[config.mk]
export PLATFORM = sky130hd
export DESIGN_NAME = thc_pipe_ctrl
export DESIGN_NICKNAME = d
export VERILOG_FILES = /design/src/rtl/core/thc_pkg.sv /design/src/rtl/core/thc_pipe_ctrl.sv
export SDC_FILE = /design/constraint.sdc
export NUM_CORES = 1
export LEC_CHECK = 0
export BUFFER_PORTS_ARGS = -buffer_cell sky130_fd_sc_hd__buf_4
export CAP_MARGIN = 40
export CORE_MARGIN = 5
export CORE_UTILIZATION = 45
export CTS_BUF_LIST = sky130_fd_sc_hd__clkbuf_8 sky130_fd_sc_hd__clkbuf_16
export CTS_CLUSTER_SIZE = 12
export DETAILED_ROUTE_END_ITERATION = 10
export PLACE_DENSITY_LB_ADDON = 0.3
export SLEW_MARGIN = 10
export SYNTH_ARGS = -nofsm -noshare
export SYNTH_HDL_FRONTEND = slang
export SYNTH_SLANG_ARGS = --single-unit
[constraint.sdc]
create_clock -name clock -period 1.8 [get_ports clock]
set_clock_uncertainty 0.05 [all_clocks]
set_input_delay 0.36 -clock clock [delete_from_list [all_inputs] [get_ports clock]]
set_output_delay 0.36 -clock clock [all_outputs]
set_load 0.03 [all_outputs]
[src/rtl/core/thc_pkg.sv]
// Shared types and constants for the temperature and humidity compensation pipeline.
package thc_pkg;

   // number of register stages from input to result
   localparam int NUM_STAGES = 15;

   // configuration register indexes
   localparam logic [2:0] REG_TEMP_COEF_1  = 3'd0;
   localparam logic [2:0] REG_TEMP_COEF_2  = 3'd1;
   localparam logic [2:0] REG_TEMP_COEF_3  = 3'd2;
   localparam logic [2:0] REG_HUM_COEF_1   = 3'd3;
   localparam logic [2:0] REG_HUM_COEF_2   = 3'd4;
   localparam logic [2:0] REG_HUM_COEF_3   = 3'd5;
   localparam logic [2:0] REG_HUM_COEF_4_5 = 3'd6;
   localparam logic [2:0] REG_HUM_COEF_6   = 3'd7;

   // arithmetic constants of the compensation formulae
   localparam logic [31:0] TEMP_OFFSET   = 32'd76800;
   localparam logic [31:0] HUM_MAX       = 32'd419430400;
   localparam logic [31:0] HUM_BIAS      = 32'd2097152;
   localparam logic [31:0] HUM_ROUND_15  = 32'd16384;
   localparam logic [31:0] HUM_SLOPE_OFS = 32'd32768;
   localparam logic [31:0] HUM_ROUND_14  = 32'd8192;
   localparam logic [31:0] CENTI_ROUND   = 32'd128;
   localparam logic [16:0] HUM_Q10_MAX   = 17'd102400;

   // per-stage advance enables and valid bits
   typedef struct packed {
      logic [NUM_STAGES:1] en;
      logic [NUM_STAGES:1] vld;
   } thc_pipe_ctl_type;

endpackage

[src/rtl/core/thc_pipe_ctrl.sv]
// Valid and advance control for the compensation pipeline.
module thc_pipe_ctrl
   import thc_pkg::*;
(
   input  logic             clock,
   input  logic             reset,
   input  logic             in_valid,
   input  logic             out_stall,
   output logic             in_stall,
   output thc_pipe_ctl_type ctl
);

   logic [NUM_STAGES:1] vld_ff;
   logic [NUM_STAGES:1] vld_in;
   logic [NUM_STAGES:1] en;

   // advance a stage when it is empty or the stage after it advances
   always_comb begin
      en[NUM_STAGES] = !vld_ff[NUM_STAGES] || !out_stall;
      for (int k = NUM_STAGES - 1; k >= 1; k--) begin
         en[k] = !vld_ff[k] || en[k + 1];
      end
   end

   // move valid bits along with the data
   always_comb begin
      vld_in = vld_ff;
      if (en[1]) begin
         vld_in[1] = in_valid;
      end
      for (int k = 2; k <= NUM_STAGES; k++) begin
         if (en[k]) begin
            vld_in[k] = vld_ff[k - 1];
         end
      end
   end

   always_ff @(posedge clock) begin
      if (reset) begin
         vld_ff <= '0;
      end else begin
         vld_ff <= vld_in;
      end
   end

   assign in_stall = !en[1];
   assign ctl.en   = en;
   assign ctl.vld  = vld_ff;

endmodule

==> results of run 1 <==
-- metrics by stage --
stage               hold slack (ns)  setup TNS [ns]  cell area (sq um)  cells
floorplan                     0.372               0                688     78
global placement              0.386               0                961    126
detailed placement            0.410               0                961    126
CTS                           0.332               0               1050    133
global route                  0.342         -0.0748               1120    139
finish                        0.340               0               1120    139
-- cell usage after synthesis --
cell type and count:
a21oi_1 10, a41oi_1 3, and2_1 2, and3_1 4
and3_2 1, and4_1 4, buf_2 1, buf_4 3
clkbuf_1 1, dfxtp_1 15, inv_1 10, inv_2 1
nand2_1 2, nand2b_1 1, nand3_1 6, nand4_1 1
nand4_2 1, nand4_4 1, nand4b_1 1, nor2_1 8
o22ai_1 1, or2_1 1
-- power by group through the flow --
stage / clock network [mW] / registers (mW) / logic [mW]
after floorplan: 0 / 0.353 / 0.00719
after global placement: 0 / 0.346 / 0.0286
after detailed placement: 0 / 0.346 / 0.0294
after CTS: 0.273 / 0.336 / 0.0297
after global routing: 0.288 / 0.329 / 0.0321
final: 0.269 / 0.329 / 0.0306
-- per-layer routing --
metal / vias to the layer above / part of all wire, % / routed length (um) / GRT usage (%)
met5: - / 0 / 0 / 0
met4: 0 / 1.7 / 40 / 10.6
met3: 5 / 5.7 / 131 / 4.28
met2: 30 / 52 / 1190 / 33.9
met1: 382 / 40 / 930 / 20.2
li1: 365 / - / - / -
-- cells by family after synthesis --
family | after synthesis | synth area share [%]
flops | 15 | 45.2
simple gates | 33 | 31.5
compound gates | 14 | 12.4
buf+inv | 16 | 10.9
-- timing repair --
action	4_1_cts	5_1_grt
pin swaps	1	5
buffers inserted	3	6
setup endpoints to repair	6	5
gates resized for setup	13	9
endpoints found under the hold margin	0	0
-- final timing paths --
kind                end  slack (ns)  startpoint
max             ctl[15]        0.02  vld_ff[11]
min          vld_ff[11]        0.34       reset
max reg2reg   vld_ff[5]        0.61  vld_ff[11]
min reg2reg  vld_ff[14]        0.43  vld_ff[13]
-- area by class of cell --
class                   instances  area share, %
clock inverters                 1          0.334
repair buffers                 47           32.1
clock buffers                   3           3.67
inverters                      11           3.67
flip-flops and latches         15           30.1
well taps                      15           1.67
multi-input cells              47           28.5
==> flow_metrics.env, run 1 <==
export IMPL_status="complete, no violations"
export IMPL_drtPass1Iterations=4
export IMPL_cp_data_arrival_time_ns=1.37
export IMPL_dp_worst_setup_slack_ns=0.104
export IMPL_crit_slowest_cell="dfxtp_4"
export IMPL_synth_area_sq_um=664
export IMPL_yosysTopAreaCellShare_pct=45.2
export IMPL_largest_reg_flops=15
export IMPL_hpwl_mm=1.46
export IMPL_fin_crit_sh_pct=98.8
export IMPL_rsz0062_at_grt="true"
export IMPL_ant_nets=0
export IMPL_hold_viol=0
export IMPL_grt_pass1_vias=766
export IMPL_numPortBuffers=34
export IMPL_top_regs="vld_ff (15)"
export IMPL_cts_buffers=3
export IMPL_diodes=0
export IMPL_power_total_mw=0.628
export IMPL_cts_hold_buffers_added=0
export IMPL_syn_avg_cell_area_sq_um=8.52
export IMPL_final_cell_mix="45 x buf_4, 11 x inv_1, 10 x a21oi_1"
export IMPL_grt_pass1_wl_mm=3.62
export IMPL_power_leakage_nw=0.520
export IMPL_fmax_mhz=562
export IMPL_switchingPower_mw=0.141
export IMPL_clk_pin_slew_ns=0.06
export IMPL_setup_viol=0
export IMPL_syn_num_nets=82
export IMPL_synthTopCellsByArea="dfxtp_1 45%, a21oi_1 7.5%, inv_1 5.6%"
export IMPL_die_w_um=48.4
export IMPL_multi_input_area_sq_um=320
export IMPL_powerDensity_nw_per_um2=559
export IMPL_postSynthCellCount=78
export IMPL_setup_ws_ns=0.0214
export IMPL_critical_path_class="flip-flop to output pin"
export IMPL_cts_tree="done"
export IMPL_startpoint_type="flip-flop"
export IMPL_irDropWorstVdd_uv=564
export IMPL_crit_family="simple AND/OR/NAND/NOR gates"
export IMPL_drive_gt1_share_pct=60.5
export IMPL_syn2layout_area_growth_pct=69.1
export IMPL_ys_seq_elements=15
export IMPL_utilization_pct=83.2
export IMPL_pin_count=35
export IMPL_whs_path_depth=2
export IMPL_fillers=85
export IMPL_cts_root_buf="clkbuf_8"
export IMPL_cp_buffers_inverters=1
export IMPL_cp_max_fo=6
export IMPL_post_drt_wl_per_cell_um=16.5
export IMPL_gp_congestion=0.773
export IMPL_required_ns=1.39
export IMPL_core_area_sq_um=1350
export IMPL_fin_crit_ns=1.78
export IMPL_power_frac_seq_pct=52.3
export IMPL_rows=13
export IMPL_p_int_mw=0.487
export IMPL_slew_headroom_pct=85.7
export IMPL_drv_slew=0
export IMPL_ys_types=22
export IMPL_track_usage_pct=19.0
export IMPL_fin_nets=129
export IMPL_die_h_um=48.4
export IMPL_mostFrequentLayoutCell="buf_4"
export IMPL_h_tree_depth=1
export IMPL_rr_worst_depth=4
export IMPL_drt_wl_total_mm=2.30
export IMPL_clk_path_buf_depth=2
export IMPL_yosysSeqAreaShare_pct=45.2
export IMPL_layout_area_seq_sq_um=338
export IMPL_drt_iter0_drc=18
export IMPL_largest_register="vld_ff"
export IMPL_grt_overflow=0
export IMPL_die_area_sq_um=2340
export IMPL_tightest_slew_ns=0.211
export IMPL_pwr_share_comb_pct=4.9
export IMPL_p_clk_share_pct=42.8
export IMPL_hold_path_class="input port to flip-flop"
export IMPL_crit_path_end_kind="output pin"
export IMPL_cp_depth=4
export IMPL_cts_sinks=15
export IMPL_antenna_found_initial=0
export IMPL_drc=0
export IMPL_cp_cell_sequence="and4_4 -> nand4_4 -> or2_1 -> buf_6"
export IMPL_via_count=782
export IMPL_synth_top_area_cell="dfxtp_1"
export IMPL_cap_violations=0
export IMPL_clock_insertion_delay_worst_skew_ns=0.25
export IMPL_swShare_pct=22.4
export IMPL_ys_warn_count=0
export IMPL_cpPeakStageDelay_ns=0.37
export IMPL_viasPerCell=5.63
export IMPL_start_util_pct=49.2
export IMPL_grt_max_degree=17
(Power assumes the default switching activity.)
==> inputs of run 2 (changes only) <==
--- a/config.mk
+++ b/config.mk
@@ -8,7 +8,7 @@
 export BUFFER_PORTS_ARGS = -buffer_cell sky130_fd_sc_hd__buf_4
 export CAP_MARGIN = 40
 export CORE_MARGIN = 5
-export CORE_UTILIZATION = 45
+export CORE_UTILIZATION = 42
 export CTS_BUF_LIST = sky130_fd_sc_hd__clkbuf_8 sky130_fd_sc_hd__clkbuf_16
 export CTS_CLUSTER_SIZE = 12
 export DETAILED_ROUTE_END_ITERATION = 10
==> constraint.sdc (replaced) <==
create_clock -name clock -period 2 [get_ports clock]
set_clock_uncertainty 0.05 [all_clocks]
set_input_delay 0.4 -clock clock [delete_from_list [all_inputs] [get_ports clock]]
set_output_delay 0.4 -clock clock [all_outputs]
set_load 0.03 [all_outputs]
==> flow_metrics.env, run 2 (same netlist as run 1, synthesis figures left out) <==
export IMPL_status="complete, no violations"
export IMPL_antenna_found_initial=0
export IMPL_critical_path_class="flip-flop to output pin"
export IMPL_startpoint_type="flip-flop"
export IMPL_core_area_sq_um=1510
export IMPL_grt_pass1_vias=623
export IMPL_pwr_share_comb_pct=4.5
export IMPL_h_tree_depth=1
export IMPL_irDropWorstVdd_uv=477
export IMPL_cp_cell_sequence="and4_2 -> nand4_4 -> or2_1 -> buf_4"
export IMPL_cts_root_buf="clkbuf_8"
export IMPL_post_drt_wl_per_cell_um=13.7
export IMPL_rows=14
export IMPL_diodes=0
export IMPL_cp_data_arrival_time_ns=1.46
export IMPL_cp_depth=4
export IMPL_gp_congestion=0.744
export IMPL_rr_worst_depth=4
export IMPL_ant_nets=0
export IMPL_cts_sinks=15
export IMPL_largest_register="vld_ff"
export IMPL_crit_start="vld_ff[10]"
export IMPL_die_h_um=49.8
export IMPL_hpwl_mm=1.36
export IMPL_grt_max_degree=17
export IMPL_reg2reg_slack_ns=0.76
export IMPL_rsz0062_at_grt="true"
export IMPL_worstHoldStart="in_valid"
export IMPL_crit_slowest_cell="dfxtp_1"
export IMPL_fillers=132
export IMPL_swShare_pct=22.1
export IMPL_setup_tns_final_ns=0
export IMPL_fin_crit_ns=1.91
export IMPL_final_cell_mix="37 x buf_4, 11 x dfxtp_1, 10 x inv_1, 10 x a21oi_1, 7 x nor2_1"
export IMPL_crit_end="ctl[15]"
export IMPL_cts_tree="done"
export IMPL_multi_input_area_sq_um=304
export IMPL_die_w_um=49.8
export IMPL_utilization_pct=66.0
export IMPL_setup_viol=0
export IMPL_fin_nets=119
export IMPL_cp_buffers_inverters=1
export IMPL_grt_overflow=0
export IMPL_tightest_slew_ns=0.164
export IMPL_crit_path_end_kind="output pin"
export IMPL_setup_ws_ns=0.0897
export IMPL_drive_gt1_share_pct=48.2
export IMPL_via_count=679
export IMPL_viasPerCell=5.22
export IMPL_required_ns=1.55
export IMPL_drt_wl_total_mm=1.78
export IMPL_p_int_mw=0.450
export IMPL_p_clk_share_pct=42.6
export IMPL_rr_startpoint="vld_ff[10]"
export IMPL_cts_hold_buffers_added=0
export IMPL_top_regs="vld_ff (15)"
export IMPL_pin_count=35
export IMPL_cp_max_fo=5
export IMPL_switchingPower_mw=0.127
export IMPL_track_usage_pct=15.1
export IMPL_crit_family="simple AND/OR/NAND/NOR gates"
export IMPL_drv_slew=0
export IMPL_syn2layout_area_growth_pct=49.7
export IMPL_power_leakage_nw=0.449
export IMPL_hold_viol=0
export IMPL_clock_insertion_delay_worst_skew_ns=0.25
export IMPL_mostFrequentLayoutCell="buf_4"
export IMPL_start_util_pct=44.1
export IMPL_post_cts_buffers=0
export IMPL_grt_pass1_wl_mm=2.87
export IMPL_numPortBuffers=34
export IMPL_die_area_sq_um=2480
export IMPL_largest_reg_flops=15
export IMPL_powerDensity_nw_per_um2=580
export IMPL_placedCellCount=126
export IMPL_cap_violations=0
export IMPL_clk_pin_slew_ns=0.06
export IMPL_clk_path_buf_depth=2
export IMPL_hold_path_class="input port to flip-flop"
export IMPL_cpPeakStageDelay_ns=0.41
export IMPL_slew_headroom_pct=88.9
export IMPL_drt_iter0_drc=8
export IMPL_fmax_mhz=523
export IMPL_drtPass1Iterations=4
export IMPL_drc=0
export IMPL_fin_crit_sh_pct=95.5
export IMPL_layout_area_seq_sq_um=305
export IMPL_dp_worst_setup_slack_ns=0.145
export IMPL_cts_buffers=3
export IMPL_reg2reg_to="vld_ff[5]"
export IMPL_power_frac_seq_pct=52.8
export IMPL_finalNonFillerCells=130
-- run 2: cell count changes in the layout (fill, tap and decap cells not counted), sizes merged --
cell	previous run	this run
inv	12	11
buf	47	37
clkinv	0	1
-- run 2: tightest hold or removal path, stage by stage --
cell and delay (ns):
buf_4 0.11, inv_1 0.04, o22ai_1 0.08
-- run 2: power groups by stage --
| stage | Sequential, mW | Combinational (mW) | Clock (mW) |
|---|---|---|---|
| floorplan | 0.317 | 0.00647 | 0 |
| global placement | 0.311 | 0.0255 | 0 |
| detailed placement | 0.312 | 0.0259 | 0 |
| CTS | 0.305 | 0.0261 | 0.252 |
| global route | 0.305 | 0.0279 | 0.271 |
| finish | 0.305 | 0.0261 | 0.246 |
-- run 2: how the worst min path moves through the flow --
stage / to / slack (ns) / depth (start not counted)
after floorplan: vld_ff[9] / 0.41 / 1
after global placement: vld_ff[7] / 0.40 / 2
after detailed placement: vld_ff[7] / 0.40 / 2
after CTS: vld_ff[9] / 0.38 / 2
after global routing: vld_ff[6] / 0.38 / 2
final: vld_ff[1] / 0.38 / 3
-- run 2: layer usage --
metal / up-vias / part of all wire, % / GRT usage, %
met3: 2 / 7.0 / 6.33
li1: 340 / - / -
met5: - / 0 / 0
met1: 318 / 42 / 17.2
met2: 19 / 50 / 23.5
met4: 0 / 0.90 / 7.86
-- run 2: cell type report --
class                           count  share of cell area (%)
Timing Repair Buffer               37                    27.9
Multi-Input combinational cell     47                    30.6
Tap cell                           16                    2.01
Sequential cell                    15                    30.7
Clock buffer                        3                    4.15
Inverter                           11                    4.15
Clock inverter                      1                   0.503
-- run 2: metrics by stage --
stage,area [sq um],hold slack (ns),total power [mW]
2_1_floorplan,671,0.412,0.324
3_3_place_gp,937,0.402,0.337
3_5_place_dp,937,0.404,0.338
4_1_cts,987,0.379,0.583
5_1_grt,995,0.382,0.604
6_report,995,0.381,0.577
-- run 2: what timing repair did --
| action | CTS | global route |
|---|---|---|
| gates resized for setup | 3 | 6 |
| setup endpoints to repair | 4 | 4 |
| pin swaps | 0 | 0 |
==> inputs of run 3 (changes only) <==
--- a/config.mk
+++ b/config.mk
@@ -5,10 +5,11 @@
 export SDC_FILE = /design/constraint.sdc
 export NUM_CORES = 1
 export LEC_CHECK = 0
+export ABC_AREA = 1
 export BUFFER_PORTS_ARGS = -buffer_cell sky130_fd_sc_hd__buf_4
 export CAP_MARGIN = 40
 export CORE_MARGIN = 5
-export CORE_UTILIZATION = 42
+export CORE_UTILIZATION = 41
 export CTS_BUF_LIST = sky130_fd_sc_hd__clkbuf_8 sky130_fd_sc_hd__clkbuf_16
 export CTS_CLUSTER_SIZE = 12
 export DETAILED_ROUTE_END_ITERATION = 10
==> flow_metrics.env, run 3 <==
export IMPL_status="finished with violations"
export IMPL_violations="setup timing"
export IMPL_rsz0062_at_grt="true"
export IMPL_synth_enable_flop_cells=0
export IMPL_powerDensity_nw_per_um2=513
export IMPL_drtPass1Iterations=4
export IMPL_ys_warn_count=0
export IMPL_grt_max_degree=16
export IMPL_drive_gt1_share_pct=58.0
export IMPL_largest_reg_flops=15
export IMPL_start_util_pct=42.4
export IMPL_hold_viol=0
export IMPL_yosysSeqAreaShare_pct=48.1
export IMPL_diodes=0
export IMPL_hold_slack_ns=0.364
export IMPL_fin_crit_ns=2.11
export IMPL_numPortBuffers=34
export IMPL_synth_top_flop_cell="dfxtp_1"
export IMPL_synth_area_sq_um=624
export IMPL_clk_pin_slew_ns=0.06
export IMPL_yosysTopAreaCellShare_pct=48.1
export IMPL_syn_avg_cell_area_sq_um=9.61
export IMPL_final_cell_mix="46 x buf_4, 16 x inv_1, 12 x dfxtp_1"
export IMPL_rows=14
export IMPL_cts_root_buf="clkbuf_8"
export IMPL_antenna_found_initial=0
export IMPL_drt_wl_total_mm=1.66
export IMPL_ant_nets=0
export IMPL_grt_pass1_vias=622
export IMPL_ys_seq_elements=15
export IMPL_cts_sinks=15
export IMPL_cp_max_fo=4
export IMPL_required_ns=1.55
export IMPL_utilization_pct=75.4
export IMPL_setup_viol=6
export IMPL_critical_path_class="flip-flop to output pin"
export IMPL_design_area_sq_um=1110
export IMPL_largest_register="vld_ff"
export IMPL_slew_headroom_pct=79.4
export IMPL_cap_violations=0
export IMPL_fin_nets=124
export IMPL_top_regs="vld_ff (15)"
export IMPL_core_area_sq_um=1470
export IMPL_grt_pass1_wl_mm=2.77
export IMPL_die_area_sq_um=2400
export IMPL_startpoint_type="flip-flop"
export IMPL_fin_crit_sh_pct=105
export IMPL_synth_top_area_cell="dfxtp_1"
export IMPL_hold_path_class="input port to flip-flop"
export IMPL_placedCellCount=122
export IMPL_finalNonFillerCells=135
export IMPL_cts_buffers=3
export IMPL_tightest_slew_ns=0.309
export IMPL_place_area_sq_um=971
export IMPL_cts_tree="done"
export IMPL_crit_path_end_kind="output pin"
export IMPL_irDropWorstVdd_uv=665
export IMPL_syn_num_nets=69
export IMPL_async_flop_share_pct=0
export IMPL_h_tree_depth=1
export IMPL_gp_congestion=0.736
export IMPL_die_w_um=49.0
export IMPL_cp_data_arrival_time_ns=1.66
export IMPL_grt_overflow=0
export IMPL_drc=0
export IMPL_reg2reg_slack_ns=0.38
export IMPL_setup_ws_ns=-0.110
export IMPL_power_leakage_nw=0.532
export IMPL_fmax_mhz=474
export IMPL_syn2layout_area_growth_pct=77.8
export IMPL_clock_insertion_delay_worst_skew_ns=0.24
export IMPL_clk_path_buf_depth=2
export IMPL_via_count=618
export IMPL_drv_slew=0
export IMPL_pin_count=35
export IMPL_postSynthCellCount=65
export IMPL_track_usage_pct=14.5
export IMPL_cts_hold_buffers_added=0
export IMPL_synthTopCellsByArea="dfxtp_1 48%, nand4_4 14%, inv_1 9.6%"
export IMPL_post_drt_wl_per_cell_um=12.3
export IMPL_drt_iter0_drc=7
export IMPL_die_h_um=49.0
export IMPL_mostFrequentLayoutCell="buf_4"
export IMPL_synth_common_cells="16 x inv_1, 15 x dfxtp_1, 10 x a21oi_1"
export IMPL_ys_types=13
export IMPL_viasPerCell=4.58
export IMPL_hpwl_mm=1.22
export IMPL_synth_most_common_cell="inv_1"
-- run 3: cell types whose count changed in the layout (fill, tap and decap cells not counted), sizes merged, moves of 2 or more --
cell   change
buf       +14
and3       -5
inv        +5
and4       -4
a41oi      -3
a21oi      +2
and2       -2
nand2      +2
nand3      -2
-- run 3: area by class of cell --
cell class	instances	area, sq um
clock buffer	3	41.3
clock inverter	1	3.75
fill	110	362
inverter	16	63.8
multi-input combinational	33	268
sequential	15	312
tap	16	20.0
timing repair buffer	51	402
-- run 3: critical path, stage by stage (launching register included) --
cell	delay [ns]
dfxtp_4	0.36
nand4_4	0.12
nor2_4	0.12
nand4_4	0.09
nor2_4	0.13
nand4_4	0.12
nor2_8	0.14
buf_4	0.13
nand3_4	0.06
buf_6	0.15
-- run 3: kinds of logic after synthesis --
logic type / count (synthesis) / share of synthesized area (%)
AND/OR/NAND/NOR: 21 / 30.9
buffers and inverters: 17 / 10.2
flip-flops: 15 / 48.1
AO/OA/AOI/OAI: 12 / 10.8
-- run 3: layer usage --
metal | up-vias | part of all wire (%) | global-route usage, %
met2 | 25 | 51 | 25.9
met4 | 0 | 2.3 | 6.73
met3 | 4 | 8.8 | 6.73
li1 | 313 | - | -
met5 | - | 0 | 0
met1 | 276 | 37 | 13.8
-- run 3: final timing paths --
path	endpoint	cells past startpoint	start
worst max register to register	vld_ff[3]	10	vld_ff[14]
worst min-delay path	vld_ff[1]	3	in_valid
worst max-delay path	ctl[16]	9	vld_ff[14]
worst min register to register	vld_ff[6]	2	vld_ff[5]
-- run 3: report_power, final --
part | internal, mW | total (mW) | leakage, nW | switching [mW]
logic | 0.0110 | 0.0278 | 0.381 | 0.0168
registers | 0.298 | 0.303 | 0.124 | 0.00523
clock network | 0.136 | 0.238 | 0.0269 | 0.103
-- run 3: through the flow --
stage          setup TNS, ns  worst slack, ns  total power [mW]
2_1_floorplan          -2.19           -0.554             0.322
3_3_place_gp          -0.105          -0.0698             0.337
3_5_place_dp          -0.213           -0.119             0.337
4_1_cts               -0.458           -0.131             0.574
5_1_grt                -1.03           -0.202             0.597
6_report              -0.531           -0.110             0.569
-- run 3: repair_timing --
action,4_1_cts,5_1_grt
resized for setup,3,3
setup buffers,7,2
setup endpoints to repair,6,7
pin swaps,4,0
